### src/hw/rtl/differential_drive_duty_mixer_macros.svh
// Assertion macros shared by the duty mixer RTL.
`ifndef DIFFERENTIAL_DRIVE_DUTY_MIXER_MACROS_SVH
`define DIFFERENTIAL_DRIVE_DUTY_MIXER_MACROS_SVH
`ifndef SYNTHESIS
`define DDM_ASSERT_IMPLY(name, clk, rst, ante, cons) \
   name: assert property (@(posedge clk) disable iff (rst) (ante) |-> (cons)) \
      else $error("%m: check failed");
`define DDM_ASSERT_NEXT(name, clk, rst, ante, cons) \
   name: assert property (@(posedge clk) disable iff (rst) (ante) |=> (cons)) \
      else $error("%m: check failed");
`else
`define DDM_ASSERT_IMPLY(name, clk, rst, ante, cons)
`define DDM_ASSERT_NEXT(name, clk, rst, ante, cons)
`endif
`endif

### src/hw/rtl/ddm_pkg.sv
// Shared types and constants of the differential drive duty mixer.
`timescale 1ns / 1ps
package ddm_pkg;

   localparam int DUTY_W   = 16;
   localparam int VALUE_W  = 7;
   localparam int DBAND_W  = 6;
   localparam int CSR_IDX_W = 3;
   localparam int MUL_STEPS = VALUE_W;
   localparam int QUO_W    = DUTY_W;
   localparam int CNT_W    = $clog2(QUO_W);

   localparam logic [VALUE_W-1:0] VAL_NEUTRAL = 7'd50;
   localparam logic [VALUE_W-1:0] VAL_FULL    = 7'd100;
   localparam logic [VALUE_W-1:0] DIV_STEER_LO = 7'd49;
   localparam logic [VALUE_W-1:0] DIV_STEER_HI = 7'd50;
   localparam logic [VALUE_W-1:0] DIV_MAP      = 7'd100;

   localparam logic [DUTY_W-1:0]  RST_LOW    = 16'd3277;
   localparam logic [DUTY_W-1:0]  RST_HIGH   = 16'd6554;
   localparam logic [DBAND_W-1:0] RST_DBAND  = 6'd5;

   localparam logic [7:0] CH_STEER    = 8'd0;
   localparam logic [7:0] CH_THROTTLE = 8'd1;

   localparam logic [CSR_IDX_W-1:0] CSR_LEFT_LOW   = 3'd0;
   localparam logic [CSR_IDX_W-1:0] CSR_LEFT_HIGH  = 3'd1;
   localparam logic [CSR_IDX_W-1:0] CSR_RIGHT_LOW  = 3'd2;
   localparam logic [CSR_IDX_W-1:0] CSR_RIGHT_HIGH = 3'd3;
   localparam logic [CSR_IDX_W-1:0] CSR_DEADBAND   = 3'd4;

   typedef struct packed {
      logic               start;
      logic [QUO_W-1:0]   a;
      logic [VALUE_W-1:0] b;
      logic [VALUE_W-1:0] d;
   } md_req_type;

   typedef struct packed {
      logic             done;
      logic [QUO_W-1:0] q;
   } md_rsp_type;

endpackage

### src/hw/rtl/ddm_muldiv.sv
// Bit-serial unit: floor(a * b / d) by shift-add multiply and restoring divide.
`timescale 1ns / 1ps
`include "differential_drive_duty_mixer_macros.svh"
module ddm_muldiv (
   input  logic              clock,
   input  logic              reset,
   input  ddm_pkg::md_req_type md_req,
   output ddm_pkg::md_rsp_type md_rsp
);
   import ddm_pkg::*;

   localparam int PROD_W = QUO_W + VALUE_W;
   localparam int DVS_W  = VALUE_W + QUO_W - 1;

   typedef enum logic [2:0] {
      MD_IDLE = 3'b001,
      MD_MUL  = 3'b010,
      MD_DIV  = 3'b100
   } md_state_type;

   md_state_type        state_ff, state_in;
   logic [CNT_W-1:0]    cnt_ff, cnt_in;
   logic [QUO_W-1:0]    mcand_ff, mcand_in;
   logic [PROD_W-1:0]   prod_ff, prod_in;
   logic [DVS_W-1:0]    dvs_ff, dvs_in;
   logic [QUO_W-1:0]    quo_ff, quo_in;
   logic                done_ff, done_in;
   logic [QUO_W:0]      sum;
   logic                ge;

   always_comb begin
      state_in = state_ff;
      cnt_in   = cnt_ff;
      mcand_in = mcand_ff;
      prod_in  = prod_ff;
      dvs_in   = dvs_ff;
      quo_in   = quo_ff;
      done_in  = 1'b0;
      sum = {1'b0, prod_ff[PROD_W-1:VALUE_W]} + (prod_ff[0] ? {1'b0, mcand_ff} : '0);
      ge  = prod_ff >= {1'b0, dvs_ff};
      unique case (state_ff)
         MD_IDLE: begin
            if (md_req.start) begin
               mcand_in = md_req.a;
               prod_in  = {{QUO_W{1'b0}}, md_req.b};
               dvs_in   = {md_req.d, {(QUO_W-1){1'b0}}};
               cnt_in   = CNT_W'(MUL_STEPS - 1);
               state_in = MD_MUL;
            end
         end
         MD_MUL: begin
            prod_in = {sum, prod_ff[VALUE_W-1:1]};
            cnt_in  = cnt_ff - 1'b1;
            if (cnt_ff == '0) begin
               cnt_in   = CNT_W'(QUO_W - 1);
               state_in = MD_DIV;
            end
         end
         MD_DIV: begin
            if (ge) begin
               prod_in = prod_ff - {1'b0, dvs_ff};
            end
            quo_in = {quo_ff[QUO_W-2:0], ge};
            dvs_in = {1'b0, dvs_ff[DVS_W-1:1]};
            cnt_in = cnt_ff - 1'b1;
            if (cnt_ff == '0) begin
               done_in  = 1'b1;
               state_in = MD_IDLE;
            end
         end
         default: begin
            state_in = MD_IDLE;
         end
      endcase
   end

   always_ff @(posedge clock) begin
      if (reset) begin
         state_ff <= MD_IDLE;
         done_ff  <= 1'b0;
      end else begin
         state_ff <= state_in;
         done_ff  <= done_in;
      end
      cnt_ff   <= cnt_in;
      mcand_ff <= mcand_in;
      prod_ff  <= prod_in;
      dvs_ff   <= dvs_in;
      quo_ff   <= quo_in;
   end

   assign md_rsp.done = done_ff;
   assign md_rsp.q    = quo_ff;

   `DDM_ASSERT_IMPLY(a_start_when_idle, clock, reset, md_req.start, state_ff == MD_IDLE)
   `DDM_ASSERT_NEXT(a_done_after_div, clock, reset, state_ff == MD_DIV && cnt_ff == '0, done_ff)
   `DDM_ASSERT_IMPLY(a_rem_bound, clock, reset, state_ff == MD_DIV, prod_ff < {dvs_ff, 1'b0})

endmodule

### src/hw/rtl/differential_drive_duty_mixer.sv
// Top level of the differential drive duty mixer.
//
// Actuator entries arrive on the req_ channel; channel 0 sets steering,
// channel 1 sets throttle (0..100, 50 neutral, larger values clip to 100).
// An entry without end_of_frame is taken with req_stall low. An entry with
// end_of_frame starts a mix: outside the deadband a bit-serial multiply and
// divide finds the braked value, then two such units map both sides into
// their duty windows in parallel. One end-of-frame entry thus holds
// req_stall through the mix and the push state; the serial units work one
// product bit and one quotient bit per cycle. A result is issued on the rsp_
// channel only when a duty changed; it sits in an output register, and a
// stall on rsp_ that holds it keeps the mixer in its push state. The csr_
// port writes the duty windows and the deadband; the user must write them
// only while idle, the block itself does not enforce it.
// Reset restores the default windows, centers steering and throttle and
// clears the held duties to zero.
`timescale 1ns / 1ps
`include "differential_drive_duty_mixer_macros.svh"
module differential_drive_duty_mixer (
   input  logic                          clock,
   input  logic                          reset,
   input  logic                          csr_write_en,
   input  logic [ddm_pkg::CSR_IDX_W-1:0] csr_index,
   input  logic [ddm_pkg::DUTY_W-1:0]    csr_write_data,
   input  logic                          req_valid,
   output logic                          req_stall,
   input  logic [7:0]                    req_channel,
   input  logic [7:0]                    req_channel_value,
   input  logic                          req_end_of_frame,
   output logic                          rsp_valid,
   input  logic                          rsp_stall,
   output logic [ddm_pkg::DUTY_W-1:0]    rsp_left_duty,
   output logic [ddm_pkg::DUTY_W-1:0]    rsp_right_duty,
   output logic                          rsp_left_updated,
   output logic                          rsp_right_updated
);
   import ddm_pkg::*;

   typedef enum logic [4:0] {
      ST_IDLE = 5'b00001,
      ST_ARM  = 5'b00010,
      ST_MIX  = 5'b00100,
      ST_MAP  = 5'b01000,
      ST_PUSH = 5'b10000
   } state_type;

   state_type            state_ff, state_in;
   logic [DUTY_W-1:0]    left_low_ff, left_high_ff, right_low_ff, right_high_ff;
   logic [DBAND_W-1:0]   deadband_ff;
   logic [VALUE_W-1:0]   steer_ff, steer_in, throttle_ff, throttle_in;
   logic [DUTY_W-1:0]    last_left_ff, last_left_in, last_right_ff, last_right_in;
   logic [DUTY_W-1:0]    left_ff, left_in, right_ff, right_in;
   logic                 rsp_valid_ff, rsp_valid_in;
   logic                 lupd_ff, lupd_in, rupd_ff, rupd_in;

   md_req_type           md_req_l, md_req_r;
   md_rsp_type           md_rsp_l, md_rsp_r;

   logic [VALUE_W-1:0]   val_sat, thr_dist, mix_q, v_l, v_r;
   logic                 inband, steer_hi, map_go, neg_l, neg_r, push_ok, lu, ru;
   logic [DUTY_W-1:0]    mag_l, mag_r;

   ddm_muldiv u_md_left (
      .clock  (clock),
      .reset  (reset),
      .md_req (md_req_l),
      .md_rsp (md_rsp_l)
   );

   ddm_muldiv u_md_right (
      .clock  (clock),
      .reset  (reset),
      .md_req (md_req_r),
      .md_rsp (md_rsp_r)
   );

   always_ff @(posedge clock) begin
      if (reset) begin
         left_low_ff   <= RST_LOW;
         left_high_ff  <= RST_HIGH;
         right_low_ff  <= RST_LOW;
         right_high_ff <= RST_HIGH;
         deadband_ff   <= RST_DBAND;
      end else if (csr_write_en) begin
         unique case (csr_index)
            CSR_LEFT_LOW:   left_low_ff   <= csr_write_data;
            CSR_LEFT_HIGH:  left_high_ff  <= csr_write_data;
            CSR_RIGHT_LOW:  right_low_ff  <= csr_write_data;
            CSR_RIGHT_HIGH: right_high_ff <= csr_write_data;
            CSR_DEADBAND:   deadband_ff   <= csr_write_data[DBAND_W-1:0];
            default: begin
            end
         endcase
      end
   end

   always_comb begin
      val_sat  = (req_channel_value > {1'b0, VAL_FULL}) ? VAL_FULL
                                                        : req_channel_value[VALUE_W-1:0];
      thr_dist = (throttle_ff >= VAL_NEUTRAL) ? throttle_ff - VAL_NEUTRAL
                                              : VAL_NEUTRAL - throttle_ff;
      inband   = thr_dist <= {1'b0, deadband_ff};
      steer_hi = steer_ff >= VAL_NEUTRAL;
      mix_q    = md_rsp_l.q[VALUE_W-1:0];
      neg_l    = left_high_ff < left_low_ff;
      neg_r    = right_high_ff < right_low_ff;
      mag_l    = neg_l ? left_low_ff - left_high_ff : left_high_ff - left_low_ff;
      mag_r    = neg_r ? right_low_ff - right_high_ff : right_high_ff - right_low_ff;
      map_go   = (state_ff == ST_ARM && inband) || (state_ff == ST_MIX && md_rsp_l.done);
      if (state_ff == ST_ARM) begin
         v_l = VAL_FULL - steer_ff;
         v_r = steer_ff;
      end else begin
         v_l = steer_hi ? throttle_ff - mix_q : throttle_ff;
         v_r = steer_hi ? throttle_ff : mix_q;
      end

      md_req_l = '0;
      md_req_r = '0;
      if (state_ff == ST_ARM && !inband) begin
         md_req_l.start = 1'b1;
         md_req_l.a     = {{(QUO_W-VALUE_W){1'b0}}, throttle_ff};
         md_req_l.b     = steer_hi ? steer_ff - VAL_NEUTRAL : steer_ff;
         md_req_l.d     = steer_hi ? DIV_STEER_HI : DIV_STEER_LO;
      end
      if (map_go) begin
         md_req_l.start = 1'b1;
         md_req_l.a     = mag_l;
         md_req_l.b     = v_l;
         md_req_l.d     = DIV_MAP;
         md_req_r.start = 1'b1;
         md_req_r.a     = mag_r;
         md_req_r.b     = v_r;
         md_req_r.d     = DIV_MAP;
      end
   end

   always_comb begin
      state_in      = state_ff;
      steer_in      = steer_ff;
      throttle_in   = throttle_ff;
      last_left_in  = last_left_ff;
      last_right_in = last_right_ff;
      left_in       = left_ff;
      right_in      = right_ff;
      lupd_in       = lupd_ff;
      rupd_in       = rupd_ff;
      rsp_valid_in  = rsp_valid_ff && rsp_stall;
      push_ok       = !rsp_valid_ff || !rsp_stall;
      lu            = left_ff != last_left_ff;
      ru            = right_ff != last_right_ff;
      unique case (state_ff)
         ST_IDLE: begin
            if (req_valid) begin
               if (req_channel == CH_STEER) begin
                  steer_in = val_sat;
               end else if (req_channel == CH_THROTTLE) begin
                  throttle_in = val_sat;
               end
               if (req_end_of_frame) begin
                  state_in = ST_ARM;
               end
            end
         end
         ST_ARM: begin
            state_in = inband ? ST_MAP : ST_MIX;
         end
         ST_MIX: begin
            if (md_rsp_l.done) begin
               state_in = ST_MAP;
            end
         end
         ST_MAP: begin
            if (md_rsp_l.done) begin
               left_in  = neg_l ? left_low_ff - md_rsp_l.q : left_low_ff + md_rsp_l.q;
               right_in = neg_r ? right_low_ff - md_rsp_r.q : right_low_ff + md_rsp_r.q;
               state_in = ST_PUSH;
            end
         end
         ST_PUSH: begin
            if (push_ok) begin
               if (lu || ru) begin
                  last_left_in  = left_ff;
                  last_right_in = right_ff;
                  lupd_in       = lu;
                  rupd_in       = ru;
                  rsp_valid_in  = 1'b1;
               end
               state_in = ST_IDLE;
            end
         end
         default: begin
            state_in = ST_IDLE;
         end
      endcase
   end

   always_ff @(posedge clock) begin
      if (reset) begin
         state_ff      <= ST_IDLE;
         steer_ff      <= VAL_NEUTRAL;
         throttle_ff   <= VAL_NEUTRAL;
         last_left_ff  <= '0;
         last_right_ff <= '0;
         rsp_valid_ff  <= 1'b0;
      end else begin
         state_ff      <= state_in;
         steer_ff      <= steer_in;
         throttle_ff   <= throttle_in;
         last_left_ff  <= last_left_in;
         last_right_ff <= last_right_in;
         rsp_valid_ff  <= rsp_valid_in;
      end
      left_ff  <= left_in;
      right_ff <= right_in;
      lupd_ff  <= lupd_in;
      rupd_ff  <= rupd_in;
   end

   assign req_stall         = state_ff != ST_IDLE;
   assign rsp_valid         = rsp_valid_ff;
   assign rsp_left_duty     = last_left_ff;
   assign rsp_right_duty    = last_right_ff;
   assign rsp_left_updated  = lupd_ff;
   assign rsp_right_updated = rupd_ff;

   `DDM_ASSERT_IMPLY(a_rsp_has_update, clock, reset, rsp_valid_ff, lupd_ff || rupd_ff)
   `DDM_ASSERT_IMPLY(a_map_lanes_aligned, clock, reset, state_ff == ST_MAP, md_rsp_l.done == md_rsp_r.done)
   `DDM_ASSERT_NEXT(a_push_waits, clock, reset, state_ff == ST_PUSH && rsp_valid_ff && rsp_stall, state_ff == ST_PUSH)

endmodule

### config.mk
export PLATFORM = sky130hd
export DESIGN_NAME = differential_drive_duty_mixer
export DESIGN_NICKNAME = d
export VERILOG_FILES = /design/src/hw/rtl/ddm_pkg.sv /design/src/hw/rtl/ddm_muldiv.sv /design/src/hw/rtl/differential_drive_duty_mixer.sv
export VERILOG_INCLUDE_DIRS = /design/src /design/src/hw/rtl
export SDC_FILE = /design/constraint.sdc
export NUM_CORES = 1
export LEC_CHECK = 0
export BUFFER_PORTS_ARGS = -buffer_cell sky130_fd_sc_hd__buf_4
export CORE_MARGIN = 4
export CORE_UTILIZATION = 49
export DETAILED_ROUTE_END_ITERATION = 16
export PLACE_DENSITY = 0.66
export SYNTH_ARGS = -nofsm -noshare
export SYNTH_HDL_FRONTEND = slang
export SYNTH_HIERARCHICAL = 1
export SYNTH_SLANG_ARGS = --single-unit
### constraint.sdc
create_clock -name clock -period 12.3 [get_ports clock]
set_clock_uncertainty 0.1 [all_clocks]
set_input_delay 0.615 -clock clock [delete_from_list [all_inputs] [get_ports clock]]
set_output_delay 0.615 -clock clock [all_outputs]
set_load 0.02 [all_outputs]
==> out/summary.txt, run 1 <==
die width - 222 microns
fin area - 24600 sq um
R2R setup slack - 6550 ps
Setup Crit Path Kind - reg -> reg
WL/cell - 18.3 microns
Hold Path Class - in -> reg
fin crit period - 5750 ps
post-route antenna net violation count - 0
Routability Congestion - 0.878
CP endpoint - u_md_right/prod_ff[16]
antenna fix cells - 0
Design Power - 3.14 mW
largest net degree at the start of global routing - 106
crit end category - flip-flop
critical path startpoint - throttle_ff[1]
clock sinks - 325
critical-path cell list - inv_1 > ha_1 > nor2b_1 > o21ai_1 > a31oi_1 > nor2_1 > a21oi_1 > xnor2_1 > ha_1 > a21o_1 > a21oi_1 > a21oi_1 > a41oi_1 > a21boi_4 > clkinv_1 > nand3b_1 > o21ai_0 > o21a_1
Post-CTS Repair Setup Buffers - 0
setup tns final - 0 ps
initial core utilization - 0.494
VDD IR max - 0.0951 mV
Synth Cell Area - 22400 sq um
post-layout util - 0.544
reg2reg start - throttle_ff[1]
grt total ovfl - 0
area post-placement - 23400 sq um
Synth Instances - 2501
Worst EP arrival - 5820 ps
CTS root buf - clkbuf_16
fin crit share - 0.468
unrepaired setup endpoints after global routing - no
drt first pass iters - 5
vias post-DR - 18200
CP Max Fanout - 23
DRT Wirelength - 58000 microns
max_slew headroom - 0.197
Core Area - 45300 sq um
Most common cell on crit path - a21oi_1
post_cts resized - 0
Pins Over Slew Limit - 0
endpoints failing setup - 0
Clk Latency, worst-skew pair - 560 ps
GRT Resource Usage Total - 0.227
maximum clock insertion buffer count - 3
CP max stage delay - 900 ps
worst-case reg-to-reg path depth - 18
Worst EP required - 12360 ps
TritonCTS clock tree - done
area growth from synthesis to layout - 10.1%
pwr dens - 127 nW/um^2
Max Cap Viol - 0
startpoint types - flip-flop
vias in the first global route - 17400
CTS hold repair buffers - 0
WHS - 258 ps
H-tree depth - 2
CP max-delay cell - o21a_1
LEAKAGE - 10.0 nW
fraction of layout cells with a size suffix above 1 - 0.0873
worst r2r dst - u_md_right/prod_ff[16]
status - finished, final reports clean
Final Hold Fails - 0
detailed placement HPWL - 43600 microns
I/O Pins - 77
DR iter-0 viols - 1250
first-pass GRT wire length - 92100 microns
drt via density - 5.74
initial antenna violation count - 0
Worst-Margin Slew - 1200 ps
die span in y - 222 microns
residual DRC count - 0
Num CTS Buffers - 39
Total Die Area - 49200 sq um
Max Freq - 0.174 GHz
I/O Buffers - 76
Syn Area/Cell - 8.95 sq um
yosys warns - 6
# rows - 78
fin nets - 2785
Reg clk slew, reported paths - 60 ps
## layout make-up
cell class                 count  area, sq um
fill                        4179        20600
multi-input combinational   1897        12800
sequential                   325         8470
clock buffer                  60         1120
tap                          600          751
timing repair buffer          93          698
inverter                     180          676
clock inverter                10         97.6
## per-stage QoR
step | setup slack (ps) | cells
after global routing | 6030 | 3165
after global placement | 6670 | 3095
after floorplan | 6950 | 2505
final | 6550 | 3165
after CTS | 6530 | 3165
after detailed placement | 6550 | 3095
## where the power goes
part           switching (mW)  total [mW]  internal (mW)  leakage, nW
registers              0.0329        1.26           1.22         2.81
clock network           0.453        1.12          0.665        0.586
logic                   0.461       0.767          0.306         6.63
total                   0.947        3.14           2.19         10.0
## critical path, delay by kind of cell, from the launching register on
family / cells / cell delay (ps)
buffers and inverters: 2 / 510
XOR/XNOR: 1 / 150
AND/OR/NAND/NOR: 3 / 490
flip-flops: 1 / 410
AO/OA/AOI/OAI: 10 / 3230
adder cells (fa/ha/maj): 2 / 480
## layout by cell type (no fill, tap or decap), types with 93 or more instances in the layout
master / n
a21oi_1: 216
xnor2_1: 93
nor2_1: 198
ha_1: 197
edfxtp_1: 196
buf_4: 93
dfxtp_1: 129
nand2_1: 321
inv_1: 177
o21ai_0: 105
## worst min-delay path by stage
stage	startpoint	endpoint	slack, ps	cells past startpoint
floorplan	u_md_right/quo_ff[1]	u_md_right/quo_ff[2]	330	0
global placement	u_md_right/quo_ff[1]	u_md_right/quo_ff[2]	340	0
detailed placement	u_md_right/quo_ff[1]	u_md_right/quo_ff[2]	350	0
CTS	csr_write_data[10]	right_low_ff[10]	230	2
global route	csr_write_data[11]	left_low_ff[11]	230	2
finish	csr_write_data[11]	left_low_ff[11]	260	2
## routing by layer
layer	GRT usage	share of wire	routed length, microns
met1	0.317	0.47	27100
met2	0.358	0.44	25300
met3	0.0445	0.066	3850
met4	0.0742	0.031	1810
met5	0	0	0
## state kept, by name, indices dropped and copies added (netlist names), 22 cells and up
name,count
u_md_right/dvs_ff,22
u_md_left/prod_ff,23
u_md_right/prod_ff,23
u_md_left/dvs_ff,22
No activity file was read; power rests on OpenSTA's default activity.
==> run 2: changes to the inputs <==
Settings changed: ABC_AREA from default to 1, PLACE_DENSITY 0.66 to 0.69.
Clock period 12.3 ns to 4.95 ns, I/O delays scaled along.
==> run 2 against run 1 <==
Against the previous run:
- combinational power grew to 2.7 times the previous value
- via count is 29% higher
- register-to-register slack worse by 5800 ps
- core utilization is 0.43 points higher
- first-iteration DRC count is 34% higher
- sequential power is 140% higher
- largest cell class unchanged
- setup slack worse by 5800 ps
- global-route usage is 2.5 points higher
- non-clock buffer count is 24 higher
- hold slack worse by 210 ps
- final area is 15% higher
- sequential share of layout area is 4.5 points lower
==> out/summary.txt, run 2 <==
status - finished, final reports clean
Setup Crit Path Kind - reg -> reg
Worst EP required - 5150 ps
Final Hold Fails - 0
I/O Pins - 77
LEAKAGE - 14.1 nW
CP Max Fanout - 25
TritonCTS clock tree - done
Pins Over Slew Limit - 0
worst r2r dst - right_ff[10]
Max Freq - 0.236 GHz
DRT Wirelength - 73300 microns
fin nets - 4051
yosys warns - 6
R2R setup slack - 720 ps
most frequent cells in the layout - nand2_1 (1081), inv_1 (648), nor2_1 (303)
crit end category - flip-flop
# rows - 83
Hold Path Class - in -> reg
reg2reg start - right_low_ff[1]
Reg clk slew, reported paths - 60 ps
endpoints failing setup - 0
die width - 237 microns
most common cell after layout, fill and taps aside - nand2_1
Max Cap Viol - 0
fraction of layout cells with a size suffix above 1 - 0.0658
post-route antenna net violation count - 0
detailed placement HPWL - 57000 microns
startpoint types - flip-flop
Num CTS Buffers - 38
Total Die Area - 56300 sq um
pwr dens - 281 nW/um^2
initial antenna violation count - 3
VDD IR max - 0.250 mV
grt total ovfl - 0
worst-case reg-to-reg path depth - 20
DR iter-0 viols - 1681
HP Start - req_valid
combined area of the multi-input logic cells - 14300 sq um
CTS root buf - clkbuf_16
clock sinks - 325
Worst EP arrival - 4430 ps
largest net degree at the start of global routing - 58
post_cts resized - 0
sequential cell area - 8470 sq um
Core Area - 51600 sq um
Worst-Margin Slew - 1090 ps
Top Registers - u_md_left/prod_ff: 23 flops, u_md_right/prod_ff: 23 flops
GRT Resource Usage Total - 0.252
unrepaired setup endpoints after global routing - no
fin crit share - 0.854
residual DRC count - 0
maximum clock insertion buffer count - 3
WL/cell - 16.2 microns
H-tree depth - 2
die span in y - 237 microns
first-pass GRT wire length - 116000 microns
Syn Area/Cell - 6.91 sq um
Synth Instances - 3725
drt first pass iters - 5
WHS Path Cells - 4
Synth Cell Area - 25700 sq um
setup tns final - 0 ps
vias post-DR - 23400
Endpoint, Worst Hold - state_ff[0]
Routability Congestion - 0.949
final worst setup slack - 721 ps
area growth from synthesis to layout - 9.99%
Fill cells - 5035
worst slack at placement - 772 ps
vias in the first global route - 21500
initial core utilization - 0.499
max_slew headroom - 0.270
fin crit period - 4230 ps
drt via density - 5.18
Clk Latency, worst-skew pair - 560 ps
I/O Buffers - 76
[run 2: timing repair]
action / 4_1_cts / 5_1_grt
endpoints found under the hold margin: 90 / 0
hold buffers: 26 / 0
setup buffers: 0 / 0
[run 2: cell type report]
cell class,count,share of cell area
flip-flops and latches,325,0.299
repair buffers,117,0.0333
diodes,1,0.0000884
clock buffers,53,0.0396
clock inverters,15,0.00402
multi-input cells,2655,0.505
well taps,680,0.0301
inverters,665,0.0885
[run 2: critical path, cell delays in order (launching register included)]
cell and delay, ps:
dfxtp_1 500, inv_1 160, fa_1 500, nand3_1 150
nand2_2 100, nand2_1 90, nand3_2 100, nand3_2 110
nand2_2 180, inv_2 380, nand2_1 90, o21ai_1 90
inv_1 60, ha_1 350, a21oi_1 150, nand2_1 130
a21oi_1 270, o21ai_0 180, nand2_1 90, nand2_1 60
xor2_1 150
[run 2: through the flow]
| stage | power (mW) | hold slack, ps | instance area (sq um) | std cells | utilization |
|---|---|---|---|---|---|
| detailed placement | 5.13 | 339 | 26800 | 4416 | 0.520 |
| global route | 8.37 | 53.6 | 28300 | 4511 | 0.549 |
| CTS | 7.97 | 17.1 | 28300 | 4510 | 0.548 |
| floorplan | 4.60 | 217 | 25800 | 3729 | - |
| finish | 7.94 | 48.0 | 28300 | 4511 | 0.549 |
| global placement | 5.12 | 332 | 26800 | 4416 | 0.520 |
[run 2: power by group]
group          switching (mW)  internal [mW]  leakage, nW  total, mW
Combinational            1.38          0.668         10.7       2.05
Sequential             0.0714           3.01         2.78       3.08
Clock                    1.17           1.64        0.606       2.81
Total                    2.62           5.32         14.1       7.94
[run 2: worst max-delay path by stage]
stage / from / end / slack [ps] / depth (start not counted)
final: right_low_ff[1] / right_ff[10] / 720 / 20
after global routing: throttle_ff[1] / u_md_right/prod_ff[10] / 190 / 24
after CTS: throttle_ff[1] / u_md_right/prod_ff[10] / 710 / 24
after detailed placement: right_low_ff[1] / right_ff[10] / 770 / 20
after global placement: throttle_ff[1] / u_md_right/prod_ff[7] / 800 / 24
after floorplan: throttle_ff[1] / u_md_right/prod_ff[0] / 140 / 24
[run 2: routing by layer]
metal | track usage | wire length [microns] | vias to the layer above
li1 | - | - | 12100
met1 | 0.353 | 34200 | 10500
met2 | 0.394 | 31900 | 622
met4 | 0.0934 | 2720 | 4
met5 | 0 | 27 | -
met3 | 0.0423 | 4500 | 122
==> run 3: changes to the inputs <==
Settings changed: CORE_MARGIN 4 to default, REMOVE_ABC_BUFFERS from default to 1.
==> run 3 against run 2 <==
Against the previous run:
- hold slack gained 22 ps
- final area rose by 0.63%
- non-clock buffer count up 4
- power up 3.1%
- critical endpoint is now u_md_right/prod_ff[1]
- largest power group unchanged
==> out/summary.txt, run 3 (synthesis gave the netlist of run 2 again) <==
H-tree depth - 2
vias in the first global route - 21900
residual DRC count - 0
Top Registers - u_md_left/prod_ff: 23 flops, u_md_right/prod_ff: 23 flops
CTS root buf - clkbuf_16
GRT Resource Usage Total - 0.268
drt via density - 5.20
I/O Pins - 77
largest net degree at the start of global routing - 44
die width - 231 microns
clock network power share - 0.374
# rows - 83
Worst EP required - 5080 ps
unrepaired setup endpoints after global routing - no
most common cell after layout, fill and taps aside - nand2_1
fin crit share - 0.889
Worst EP arrival - 4540 ps
status - finished, final reports clean
initial core utilization - 0.499
Most common cell on crit path - inv_1
combinational share of power - 0.249
area growth from synthesis to layout - 10.7%
Max Cap Viol - 0
VDD IR max - 0.237 mV
endpoints failing setup - 0
TritonCTS clock tree - done
Design Power - 8.19 mW
switching part of the total - 0.328
Clk Latency, worst-skew pair - 590 ps
Max Freq - 0.227 GHz
clock sinks - 325
placed cell count - 4419
post-layout util - 0.552
Routability Congestion - 0.959
I/O Buffers - 76
die span in y - 231 microns
pwr dens - 288 nW/um^2
detailed placement HPWL - 55400 microns
Reg clk slew, reported paths - 60 ps
Fill cells - 5010
fin nets - 4058
initial antenna violation count - 1
maximum clock insertion buffer count - 3
crit end category - flip-flop
post_cts resized - 0
Post-CTS Repair Setup Buffers - 0
CP max stage delay - 530 ps
Num CTS Buffers - 41
area post-placement - 26800 sq um
post-route antenna net violation count - 0
Pins Over Slew Limit - 0
Setup Crit Path Kind - reg -> reg
vias post-DR - 23500
Core Area - 51600 sq um
max_slew headroom - 0.253
fraction of layout cells with a size suffix above 1 - 0.0682
critical-path cell list - inv_1 > ha_1 > a21oi_1 > nand2_1 > nand3_1 > inv_1 > o21ai_0 > xor2_1 > inv_1 > ha_1 > a21oi_1 > nor2_1 > nor2_1 > nand2_1 > nand2_1 > nand3_2 > nand2_4 > inv_1 > nor2_1 > inv_1 > nand2_2 > nand2_1 > inv_1 > buf_4
drt first pass iters - 5
Total Die Area - 53500 sq um
setup tns final - 0 ps
DR iter-0 viols - 1759
CTS hold repair buffers - 27
non-filler instance count after layout - 4523
CP max-delay cell - dfxtp_1
DRT Wirelength - 71800 microns
sequential power share - 0.377
Worst-Margin Slew - 1120 ps
fin area - 28500 sq um
CP delay by family, top - simple AND/OR/NAND/NOR gates
CP Max Fanout - 23
Psw - 2.69 mW
startpoint types - flip-flop
Final Hold Fails - 0
Hold Path Class - in -> reg
first-pass GRT wire length - 114000 microns
grt total ovfl - 0
critical path buffer and inverter count - 7
WL/cell - 15.9 microns
cell internal pwr - 5.50 mW
most frequent cells in the layout - nand2_1 (1081), inv_1 (648), nor2_1 (303)
LEAKAGE - 14.1 nW
fin crit period - 4400 ps
run 3: routing by layer:
metal,global-route usage,share of wire
met2,0.454,0.47
met4,0.0909,0.032
met3,0.0386,0.051
met5,0,0
met1,0.348,0.45
run 3: area by class of cell:
cell class | instances | area (sq um) | share of cell area
Sequential cell | 325 | 8470 | 0.297
Tap cell | 680 | 851 | 0.0299
Multi-Input combinational cell | 2655 | 14300 | 0.502
Clock inverter | 20 | 219 | 0.00769
Timing Repair Buffer | 121 | 976 | 0.0343
Inverter | 665 | 2510 | 0.0880
Clock buffer | 56 | 1160 | 0.0408
Antenna cell | 1 | 2.50 | 0.0000878
run 3: path summary, 6_finish.rpt:
kind / endpoint / slack (ps) / cells after the start / startpoint
min: throttle_ff[2] / 70 / 5 / req_channel[1]
max reg2reg: u_md_right/prod_ff[1] / 550 / 24 / throttle_ff[1]
max: u_md_right/prod_ff[1] / 550 / 24 / throttle_ff[1]
min reg2reg: u_md_right/quo_ff[6] / 360 / 0 / u_md_right/quo_ff[5]
run 3: per-stage QoR:
| stage | worst slack (ps) | hold slack, ps |
|---|---|---|
| floorplan | 216 | 217 |
| global placement | 670 | 333 |
| detailed placement | 628 | 339 |
| CTS | 568 | 27.3 |
| global route | 64.1 | 35.2 |
| finish | 549 | 70.1 |
run 3: worst register-to-register path, cell delays in order (launching register included):
cell and delay (ps):
dfxtp_1 530, inv_1 180, ha_1 250, a21oi_1 180, nand2_1 90, nand3_1 120
inv_1 130, o21ai_0 230, xor2_1 180, inv_1 60, ha_1 280, a21oi_1 150
nor2_1 50, nor2_1 90, nand2_1 60, nand2_1 100, nand3_2 110, nand2_4 270
inv_1 70, nor2_1 140, inv_1 100, nand2_2 140, nand2_1 70, inv_1 50
buf_4 320
run 3: power groups by stage:
stage,clock network [mW],registers (mW),logic [mW]
floorplan,0,3.12,1.44
global placement,0,3.14,1.97
detailed placement,0,3.14,1.98
CTS,3.11,3.09,2.01
global route,3.21,3.10,2.28
finish,3.07,3.09,2.04
